<file path="config.mk">
export PLATFORM = sky130hd
export DESIGN_NAME = sqr_cell
export DESIGN_NICKNAME = d
export VERILOG_FILES = /design/src/hdl/shift_queue_with_reverse_macros.svh /design/src/hdl/sqr_pkg.sv /design/src/hdl/sqr_cell.sv
export SDC_FILE = /design/constraint.sdc
export NUM_CORES = 1
export LEC_CHECK = 0
export BUFFER_PORTS_ARGS = -buffer_cell sky130_fd_sc_hd__buf_2
export CORE_MARGIN = 1.5
export CORE_UTILIZATION = 35
export DETAILED_ROUTE_END_ITERATION = 10
export PLACE_DENSITY = 0.69
export SLEW_MARGIN = 10
export SYNTH_ARGS = -nofsm -noshare
export SYNTH_HDL_FRONTEND = slang
export SYNTH_SLANG_ARGS = --single-unit
</file>
<file path="constraint.sdc">
create_clock -name clk -period 3.6 [get_ports clk]
set_input_delay 1.08 -clock clk [delete_from_list [all_inputs] [get_ports clk]]
set_output_delay 1.08 -clock clk [all_outputs]
set_load 0.01 [all_outputs]
</file>
<file path="src/hdl/shift_queue_with_reverse_macros.svh">
// Assertion helpers for the shift queue; clocked on clk, off during rst.
`ifndef SHIFT_QUEUE_WITH_REVERSE_MACROS_SVH
`define SHIFT_QUEUE_WITH_REVERSE_MACROS_SVH

// same-cycle implication
`define SQR_ASSERT_NOW(lbl, ante, cons) \
  lbl: assert property (@(posedge clk) disable iff (rst) (ante) |-> (cons)) \
    else $error("shift queue check failed");

// next-cycle implication
`define SQR_ASSERT_NEXT(lbl, ante, cons) \
  lbl: assert property (@(posedge clk) disable iff (rst) (ante) |=> (cons)) \
    else $error("shift queue check failed");

`endif

</file>
<file path="src/hdl/sqr_pkg.sv">
package sqr_pkg;

  localparam int WORD_W  = 32;
  localparam int COUNT_W = 7;

  typedef logic signed [WORD_W-1:0] word_t;
  typedef logic [COUNT_W-1:0]       count_t;

  typedef enum logic [1:0] {
    OP_PUSH    = 2'd0,
    OP_POP     = 2'd1,
    OP_REVERSE = 2'd2,
    OP_CLEAR   = 2'd3
  } op_t;

  typedef enum logic [2:0] {
    CMD_HOLD,
    CMD_PUSH,
    CMD_SHIFT,
    CMD_REV_STEP,
    CMD_REV_LOAD
  } cell_cmd_t;

  typedef struct packed {
    cell_cmd_t cmd;
    word_t     wdata;
  } cell_ctl_t;

  typedef enum logic [1:0] {
    ST_IDLE,
    ST_REV,
    ST_LOAD
  } state_t;

endpackage

</file>
<file path="src/hdl/sqr_cell.sv">
// One queue slot (q) plus one reversal scratch slot (s).
module sqr_cell
  import sqr_pkg::*;
(
  input  logic      clk,
  input  cell_ctl_t ctl,
  input  logic      sel,      // this cell is the first free slot, one past the tail
  input  word_t     q_right,  // q of the next cell toward the tail
  input  word_t     s_left,   // s of the previous cell (q of cell 0 for cell 0)
  output word_t     q,
  output word_t     s
);

  always_ff @(posedge clk) begin
    case (ctl.cmd)
      CMD_PUSH: begin
        if (sel) begin
          q <= ctl.wdata;
        end
      end
      CMD_SHIFT: begin
        q <= q_right;
      end
      CMD_REV_STEP: begin
        q <= q_right;
        s <= s_left;
      end
      CMD_REV_LOAD: begin
        q <= s;
      end
      default: begin
      end
    endcase
  end

endmodule

</file>
# Yosys cells after proc, flatten, opt, wreduce, memory -nomap -nowiden
# Cells that the tools add are included.
# word_totals
out_inout_bits	64
word_cells	12
ff_bits	64
input_bits	101
# op_classes
n_eq_ne	5
mux	2
reduce_logical	3
# ops
cell	n
32-bit case mux with 3 select lines	1
32-bit two-way mux	1
3-bit by 2-bit == test with 1-bit output (second input constant)	2
3-bit by 1-bit == test with 1-bit output (second input constant)	1
3-bit == test (second input constant)	1
3-bit nonzero test	1
2-bit != test (second input constant)	1
2-bit AND reduction	1
2-bit OR reduction	1

# Depth between registers and ports, before layout
# depth
ltp_word	4
ltp_mapped	5
depth_no_buf	3

# Worst setup path after synthesis
# Ideal clock, no wire load.
# synth_timing
kind	input -> register
from	input ctl[32] (netlist bit)
to	register q[0] (enable)
slack_ps	126
stages	4
path_buffers	2
setup_time_ps	433
arrival_time_ps	3041
required_ps	3167
cell_sequence	nand2b_1 > buf_4 > buf_6 > o22ai_1
# synth_between
elab_chain_len	4
word_cells_on_any_way	8
classes_between	eq/ne (5); reduce/logical (3)
# synth_rtl
item	line	rtl
from (decl)	sqr_cell.sv:6	input cell_ctl_t ctl,
3-bit by 2-bit == test with 1-bit output	sqr_cell.sv:15	case (ctl.cmd)
2-bit OR reduction (no line)	--	
3-bit nonzero test (no line)	--	
2-bit AND reduction (no line) *	--	
to (signal assigned)	sqr_cell.sv:18	q <= ctl.wdata;
to (signal assigned)	sqr_cell.sv:22	q <= q_right;
to (signal assigned)	sqr_cell.sv:25	q <= q_right;
to (decl)	sqr_cell.sv:10	output word_t q,
# Every way passes the cells marked *; elsewhere a longest branch is shown, timed or not.
# A chain may end at the register's enable or synchronous reset.

# Worst setup path in the final report
# layout_timing
from	input ctl[33] (netlist bit)
to	register q[4] (data pin)
# layout_between
elab_chain_len	3
word_cells_on_any_way	6
classes_between	eq/ne (4); mux (1); reduce/logical (1)
# layout_rtl
item	line
3-bit by 2-bit == test with 1-bit output	sqr_cell.sv:15
2-bit OR reduction (no line)	--
32-bit case mux with 3 select lines *	sqr_cell.sv:15
# Marked as above.

==> results.sh <==
export IMPL_port_buffers=164
export IMPL_dieArea_mm2=0.008794
export IMPL_design_area_mm2=0.003884
export IMPL_synth_seq_cells=64
export IMPL_yosysUniqueCellTypes=16
export IMPL_syn_area_per_cell_um2=13.05
export IMPL_ant_nets=0
export IMPL_core_area_mm2=0.007848
export IMPL_dp_hpwl_mm=5.205
export IMPL_vias=2506
export IMPL_drive_above_1_share_pct=48.44
export IMPL_grt_pass1_wl_mm=11.46
export IMPL_yosys_warnings=0
export IMPL_grt_total_usage_pct=17.46
export IMPL_post_place_ws_ns=1.017
export IMPL_fin_crit_sh_pct=62.47
export IMPL_crit_path_end_kind="flip-flop"
export IMPL_cts_setup_buffers=0
export IMPL_r2r_start="s[4]"
export IMPL_wl_mm=7.600
export IMPL_insertion_delay_ns=0.34
export IMPL_cp_slowest_cell="inv_2"
export IMPL_pwr_density_cell_mw_per_mm2=443.2
export IMPL_io_pin_count=165
export IMPL_place_area_mm2=0.003706
export IMPL_clkTransAtPathRegs_ns=0.07
export IMPL_layout_common_cells="buf_2, nand3_1, edfxtp_1"
export IMPL_cts_resized=0
export IMPL_finalSetupViolations=0
export IMPL_worstMarginPinSlew_ns=1.044
export IMPL_fin_tns_setup_ns=0
export IMPL_maxCapViolations=0
export IMPL_cpPeakStageDelay_ns=0.76
export IMPL_status="complete, no violations"
export IMPL_required_ns=3.79
export IMPL_cts_htree_levels=3
export IMPL_critPathArrivalTime_ns=2.44
export IMPL_leakage_uw=0.001647
export IMPL_cts_root_buf="clkbuf_8"
export IMPL_crit_start="ctl[33]"
export IMPL_clk_path_buf_depth=2
export IMPL_cts_buffers=9
export IMPL_path_class="input port to flip-flop"
export IMPL_worstSetupStartpointType="input port"
export IMPL_cts_sinks=64
export IMPL_fp_row_count=32
export IMPL_antenna_cells=0
export IMPL_syn_area_mm2=0.002884
export IMPL_crit_path_cell_trace="buf_2 > inv_2 > a32oi_1 > nand3_1"
export IMPL_hold_viol_final=0
export IMPL_synth_area_leaders="edfxtp_1, nand3_1, a32oi_1"
export IMPL_holdCritStartpoint="s[20]"
export IMPL_worstPathMaxFanout=64
export IMPL_skew_ns=0.009521
export IMPL_grt_overflow=0
export IMPL_routedWlPerCell_um=15.64
export IMPL_start_util_pct=36.75
export IMPL_fin_nets=481
export IMPL_synth_top_cell_by_area="edfxtp_1"
export IMPL_final_common_cell="buf_2"
export IMPL_gp_congestion=0.7317
export IMPL_timing_final_max_slew_violations=0
export IMPL_fmax_mhz=444.6
export IMPL_finalPower_uw=1721
export IMPL_rsz0062_at_grt="no"
export IMPL_final_core_utilization_pct=49.49
export IMPL_synthesis_nets=322
export IMPL_synth_seq_area_share_pct=66.64
export IMPL_tritoncts="built"
export IMPL_avgViaCountPerCell=5.156
export IMPL_slew_headroom_pct=30.29
export IMPL_chipHeight_um=93.78
export IMPL_fp_dieW_um=93.78
export IMPL_drtIter0Drc=138
export IMPL_period_minus_slack_ns=2.249
export IMPL_synth_top_area_share_pct=66.64
export IMPL_firstDrtPassIters=4
export IMPL_hp_class="flip-flop to flip-flop"
export IMPL_syn_to_final_growth_pct=34.66
export IMPL_antenna_found_initial=0
export IMPL_grt_max_degree=65
export IMPL_ctsHoldBuffers=0
export IMPL_synth_cells=221
export IMPL_vdd_drop_max_uv=191.5
export IMPL_drc=0
export IMPL_grt_pass1_vias=2367
export IMPL_setup_ws_ns=1.351
worst paths after layout:
kind / slack (ns) / endpoint / cells after the start
max: 1.35 / q[4] / 4
min: 0.60 / q[20] / 2
max reg2reg: 2.59 / q[4] / 2
min reg2reg: 0.60 / q[20] / 2
cell families (layout without fill, tap and decap cells):
logic type | count (synthesis) | after routing | share of synthesized area (%)
AOI/OAI and AO/OA | 34 | 34 | 10.37
DFF | 64 | 64 | 66.64
and+or+nand+nor | 101 | 101 | 16.62
buffers and inverters | 22 | 185 | 6.377
critical path: cells and delay by family:
kind            cells  cell delay (ns)
buf+inv             2             0.90
compound gates      1             0.27
simple gates        1             0.16
where the power goes:
| group | total (µW) | internal [µW] | leakage, µW | switching, µW |
|---|---|---|---|---|
| logic | 245 | 104 | 0.000952 | 140 |
| registers | 899 | 883 | 0.000607 | 15.7 |
| clock network | 578 | 313 | 0.0000868 | 265 |
stage by stage:
step	instances	hold slack, ns
5_1_grt	486	0.6415
4_1_cts	486	0.6096
2_1_floorplan	221	0.6490
6_report	486	0.6034
3_5_place_dp	471	0.5962
3_3_place_gp	471	0.5913
routing by layer:
metal | track usage [%] | part of all wire (%)
met1 | 21.19 | 41
met3 | 3.964 | 6.9
met2 | 28.50 | 50
met5 | 0 | 0
met4 | 9.950 | 2.0
cells in the mapped netlist (all sizes together):
master,n
inv,1
buf,21
nand2,32
nand2b,1
a21oi,1
nor2b,2
a32oi,32
edfxtp,64
nand3,64
o22ai,1
and2,2
registers in the layout (all words and copies together) (netlist names):
| name | flops |
|---|---|
| q | 32 |
| s | 32 |
area by class of cell:
class	count	area, µm²
tap	102	127.6
timing repair buffer	169	858.3
sequential	64	1922
clock inverter	4	46.29
multi-input combinational	135	794.5
inverter	1	3.754
clock buffer	11	131.4
fill	773	3964
(Power assumes the default switching activity.)
